<file path="config.mk">
export PLATFORM = sky130hd
export DESIGN_NAME = vid_prio_enc
export DESIGN_NICKNAME = d
export VERILOG_FILES = /design/src/hw/rtl/vectored_irq_dispatch_assert.svh /design/src/hw/rtl/vid_pkg.sv /design/src/hw/rtl/vid_prio_enc.sv
export SDC_FILE = /design/constraint.sdc
export NUM_CORES = 1
export LEC_CHECK = 0
export BUFFER_PORTS_ARGS = -buffer_cell sky130_fd_sc_hd__buf_2
export CORE_ASPECT_RATIO = 1.5
export CORE_MARGIN = 5
export CORE_UTILIZATION = 50
export DETAILED_ROUTE_END_ITERATION = 10
export GPL_ROUTABILITY_DRIVEN = 0
export PLACE_DENSITY_LB_ADDON = 0.25
export SETUP_SLACK_MARGIN = 0.15
export SYNTH_ARGS = -nofsm -noshare
export SYNTH_HDL_FRONTEND = slang
export SYNTH_SLANG_ARGS = --single-unit
export TNS_END_PERCENT = 1
</file>
<file path="constraint.sdc">
create_clock -name vclk -period 3.5
set_clock_uncertainty 0.2 [all_clocks]
set_input_delay 0.35 -clock vclk [all_inputs]
set_output_delay 0.35 -clock vclk [all_outputs]
set_load 0.02 [all_outputs]
</file>
<file path="src/hw/rtl/vectored_irq_dispatch_assert.svh">
// Assertion macros for the vectored interrupt dispatcher.
`ifndef VECTORED_IRQ_DISPATCH_ASSERT_SVH
`define VECTORED_IRQ_DISPATCH_ASSERT_SVH

// Check that cons holds in the same cycle as ante.
`define VID_ASSERT_SAME(label, clk, rst, ante, cons) \
   label: assert property (@(posedge clk) disable iff (rst) (ante) |-> (cons)) \
      else $error("vid assertion failed");

// Check that cons holds in the cycle after ante.
`define VID_ASSERT_NEXT(label, clk, rst, ante, cons) \
   label: assert property (@(posedge clk) disable iff (rst) (ante) |=> (cons)) \
      else $error("vid assertion failed");

`endif

</file>
<file path="src/hw/rtl/vid_pkg.sv">
`timescale 1ns / 1ps

package vid_pkg;

   // Default configuration.
   localparam int NUM_SOURCES_DEF = 72;
   localparam int ADDR_WIDTH_DEF  = 32;

   // Fixed field widths.
   localparam int DATA_W      = 32;
   localparam int SRC_W       = 8;
   localparam int WIN_W       = 7;
   localparam int BANK_W      = 32;
   localparam int BASIC_W     = 8;
   localparam int RAW_LINES   = 2 * BANK_W + BASIC_W;

   // Action codes.
   localparam logic ACT_DISPATCH   = 1'b0;
   localparam logic ACT_SET_VECTOR = 1'b1;

   typedef struct packed {
      logic              action;
      logic [BANK_W-1:0] raw_lines_low;
      logic [BANK_W-1:0] raw_lines_high;
      logic [BASIC_W-1:0] raw_lines_basic;
      logic [DATA_W-1:0] return_address;
      logic [SRC_W-1:0]  source_select;
      logic [DATA_W-1:0] handler_address;
      logic [DATA_W-1:0] handler_argument;
   } req_payload_type;

   typedef struct packed {
      logic              dispatch_valid;
      logic [WIN_W-1:0]  winning_source;
      logic              handler_present;
      logic [DATA_W-1:0] call_target;
      logic [DATA_W-1:0] call_argument;
      logic              write_accepted;
   } rsp_payload_type;

   typedef enum logic [1:0] {
      ST_IDLE,
      ST_ENCODE,
      ST_FINISH
   } state_type;

endpackage

</file>
<file path="src/hw/rtl/vid_prio_enc.sv">
`timescale 1ns / 1ps

// Lowest-set-bit priority encoder.
module vid_prio_enc #(
   parameter int WIDTH = vid_pkg::NUM_SOURCES_DEF,
   parameter int IDX_W = $clog2(WIDTH)
) (
   input  logic [WIDTH-1:0] pending,
   output logic             found,
   output logic [IDX_W-1:0] index
);

   logic [WIDTH-1:0] lowest;

   // Isolate the lowest set bit.
   assign lowest = pending & (~pending + WIDTH'(1));
   assign found  = |pending;

   // Encode the one-hot bit: each index bit ORs the positions that carry it.
   always_comb begin
      index = '0;
      for (int k = 0; k < IDX_W; k++) begin
         for (int i = 0; i < WIDTH; i++) begin
            if (((i >> k) & 1) == 1) begin
               index[k] = index[k] | lowest[i];
            end
         end
      end
   end

endmodule

</file>
* Yosys cells after proc, flatten, opt, wreduce, memory -nomap -nowiden
Cells that the tools add are included.
Storage, ports and cells: register bits after elaboration 0, input bits 72, output and inout port bits 8, word-level logic and storage cells 209
Operators by class: add/sub/neg operators 1, bitwise gates (word level) 207, reduce and logical (&&, ||, !) cells 1
Operators with widths (number):
- $or 1x1->1 | 205
- $add 72x1->72 const B | 1
- $and 72x72->72 | 1
- $not 72->72 | 1
- $reduce_or 72->1 | 1

* Logic depth before layout (Yosys ltp)
depth in word-level cells 38, depth in mapped cells 8, gate-level depth less buffers 6

* Least setup slack after synthesis
OpenSTA, ideal clock, no wires.
kind input to output, start point in pending[46], end point out index[3], arrival time 1972 ps, required time 2950 ps, setup slack 978 ps, stages 7, path buffers 1, path through or4_4 nor4_4 nor3b_4 buf_6 a41o_1 a221oi_2 nand4b_1
Between the ends: longest elaborated chain between the ends 13
RTL lines:
- start: declaration | line vid_prio_enc.sv:8 | input logic [WIDTH-1:0] pending,
- $not 72->72 | line vid_prio_enc.sv:16 | assign lowest = pending & (~pending + WIDTH'(1));
- $add 72x1->72 | line vid_prio_enc.sv:16
- $and 72x72->72 (*) | line vid_prio_enc.sv:16
- $or 1x1->1 (9 in a row) | line vid_prio_enc.sv:25 | index[k] = index[k] | lowest[i];
- $or 1x1->1 (*) | line vid_prio_enc.sv:25
- end: declaration | line vid_prio_enc.sv:10 | output logic [IDX_W-1:0] index
Mark *: on every way between the ends. The rest lies on a longest branch, timed or not.

* Worst setup path in the final report
start point in pending[7], end point out index[3]
Between the ends: longest elaborated chain between the ends 34
RTL lines (line):
- $not 72->72 (*) | vid_prio_enc.sv:16
- $add 72x1->72 (*) | vid_prio_enc.sv:16
- $and 72x72->72 (*) | vid_prio_enc.sv:16
- $or 1x1->1 (30 in a row) | vid_prio_enc.sv:25
- $or 1x1->1 (*) | vid_prio_enc.sv:25
Marks and branches as above.

==> results_dict.tcl <==
set metrics [dict create \
    status "complete, no violations" \
    netlist.top_cell.by_area "nor4_4" \
    synth_top_area_share 0.0738 \
    diodes 0 \
    wire_per_inst_um 16.4 \
    wirelength_um 6230 \
    switchingPower_w 0.0000932 \
    final-seq-area_um2 0 \
    antenna_found_initial 0 \
    grtUsageTotal 0.241 \
    dpl.hpwl_um 5250 \
    drc 0 \
    final_common_cell "buf_2" \
    seq_cell_count 0 \
    synth_area_leaders "nor4_4, nor2_1, a21oi_1" \
    combPwrFrac 1.000 \
    hold_start "pending[71]" \
    fmax_ghz 0.318 \
    critPathMostFrequentCell "buf_2" \
    hold_depth 3 \
    die_w_um 58.0 \
    synth.distinct_cells 63 \
    most-common-layout-cells "buf_2, nor2_1, a21oi_1" \
    first_global_vias 2330 \
    yosysSeqAreaShare 0 \
    syn_avg_cell_area_um2 6.81 \
    grt_max_degree 19 \
    p_leak_nw 0.942 \
    synthCells 254 \
    intPower_w 0.0000621 \
    die-area_mm2 0.00476 \
    first_pass_iters 5 \
    end_kind "output port" \
    multi_input_area_mm2 0.00165 \
    nNetsFinal 411 \
    grt_use_met2 0.459 \
    syn_to_final_growth_pct 27.3 \
    finalCritPeriodShare 0.900 \
    path_delay_family "simple AND/OR/NAND/NOR gates" \
    path_buf_inv 2 \
    cp.depth 8 \
    slowest_delay_ns 0.51 \
    final_antenna_net_count 0 \
    vdd_drop_max_mv 0.0556 \
    setup_viol 0 \
    crit_path_start_kind "input pin" \
    drv_cap 0 \
    crit_fanout 18 \
    hold_viol 0 \
    vias 2492 \
    n_clock_buffer 0 \
    io_pins 80 \
    synth_area_mm2 0.00173 \
    io_buffer_count 80 \
    grt-ovfl-total 0 \
    layout-drive-gt1-share 0.344 \
    crit_chain "buf_2 -> nor4_1 -> nand4_2 -> nor2_4 -> nand2_1 -> o31a_1 -> nand4b_1 -> buf_2" \
    cp.required_ns 2.95 \
    tightest_slew_ns 0.698 \
    holdPathEnd "found" \
    top_usage_layer "met2" \
    design_area_mm2 0.00220 \
    power_density_mw_per_mm2 70.6 \
    die_h_um 82.0 \
    dpl_cell_area_mm2 0.00219 \
    drt_iter0_markers 107 \
    worst_slew_margin_rel 0.531 \
    hold_class "input pin to output port" \
    total_power_w 0.000155 \
    seqPwrFrac 0 \
    use_met3 0.0267 \
    period_needed_ns 3.15 \
    fin_setup_tns_ns 0 \
    cp.arrival_ns 2.60 \
    rows 26 \
    core_area_mm2 0.00338 \
    syn-num-nets 326 \
    clkPwrFrac 0 \
    rsz0062_at_grt "false" \
    drv_slew 0 \
    cts_hold_buffers 0 \
    critPathKind "input pin to output port" \
    vias_per_cell 6.58 \
    fill_cells 347 \
    start_util 0.511 \
    slowest_stage "nor4_1" \
    use_met1 0.251 \
    swShare 0.600 \
    yosysWarnings 0 \
    grt_first_pass_wirelength_um 9430 \
]
per-stage QoR:
stage          cells  hold WS [ns]  setup WS [ns]   util
2_1_floorplan    254         0.694          0.978      -
3_3_place_gp     378         0.863          0.364  0.647
3_5_place_dp     378         0.862          0.301  0.647
4_1_cts          378         0.862          0.290  0.647
5_1_grt          379         0.879          0.162  0.651
6_report         379         0.860          0.351  0.651
cell type report:
type | count | share of cell area
timing repair buffer | 87 | 0.206
inverter | 13 | 0.0222
multi-input combinational | 237 | 0.748
tap | 42 | 0.0239
cells by family after synthesis:
| family | after synthesis | share of synthesized area |
|---|---|---|
| compound gates | 76 | 0.318 |
| simple gates | 161 | 0.631 |
| buf+inv | 17 | 0.0506 |
cells in the mapped netlist, types with 4 or more instances:
cell / instances
a211oi_1: 4
a21oi_1: 18
a32o_1: 5
a32oi_1: 4
and2_1: 4
and4_1: 4
inv_1: 13
nand2_1: 15
nand3_1: 12
nand4_1: 10
nor2_1: 32
nor2b_1: 6
nor3_1: 17
nor4_1: 9
nor4_4: 6
o21ai_0: 11
or4_1: 5
power groups by stage:
stage / combinational (W) / sequential (W) / clock (W)
global route: 0.000169 / 0 / 0
detailed placement: 0.000152 / 0 / 0
finish: 0.000155 / 0 / 0
floorplan: 0.0000601 / 0 / 0
global placement: 0.000149 / 0 / 0
CTS: 0.000153 / 0 / 0
worst max-delay path by stage:
stage	start	to	slack (ns)
floorplan	pending[46]	index[3]	0.98
global placement	pending[5]	index[2]	0.36
detailed placement	pending[5]	index[2]	0.30
CTS	pending[5]	index[2]	0.29
global route	pending[7]	index[3]	0.16
finish	pending[7]	index[3]	0.35
layer usage:
layer / vias to the layer above / part of all wire
met5: - / 0
met4: 0 / 0.041
met3: 26 / 0.073
met2: 107 / 0.51
met1: 1148 / 0.38
li1: 1211 / -
tightest hold or removal path, delay by kind of cell:
family,cells,cell delay [ns]
AND/OR/NAND/NOR,1,0.10
buffers and inverters,2,0.26
timing repair:
| action | in CTS | in global routing |
|---|---|---|
| setup endpoints to repair | 0 | 4 |
| buffers inserted | 0 | 1 |
| gates resized for setup | 0 | 1 |
No activity file was read; power rests on OpenSTA's default activity.
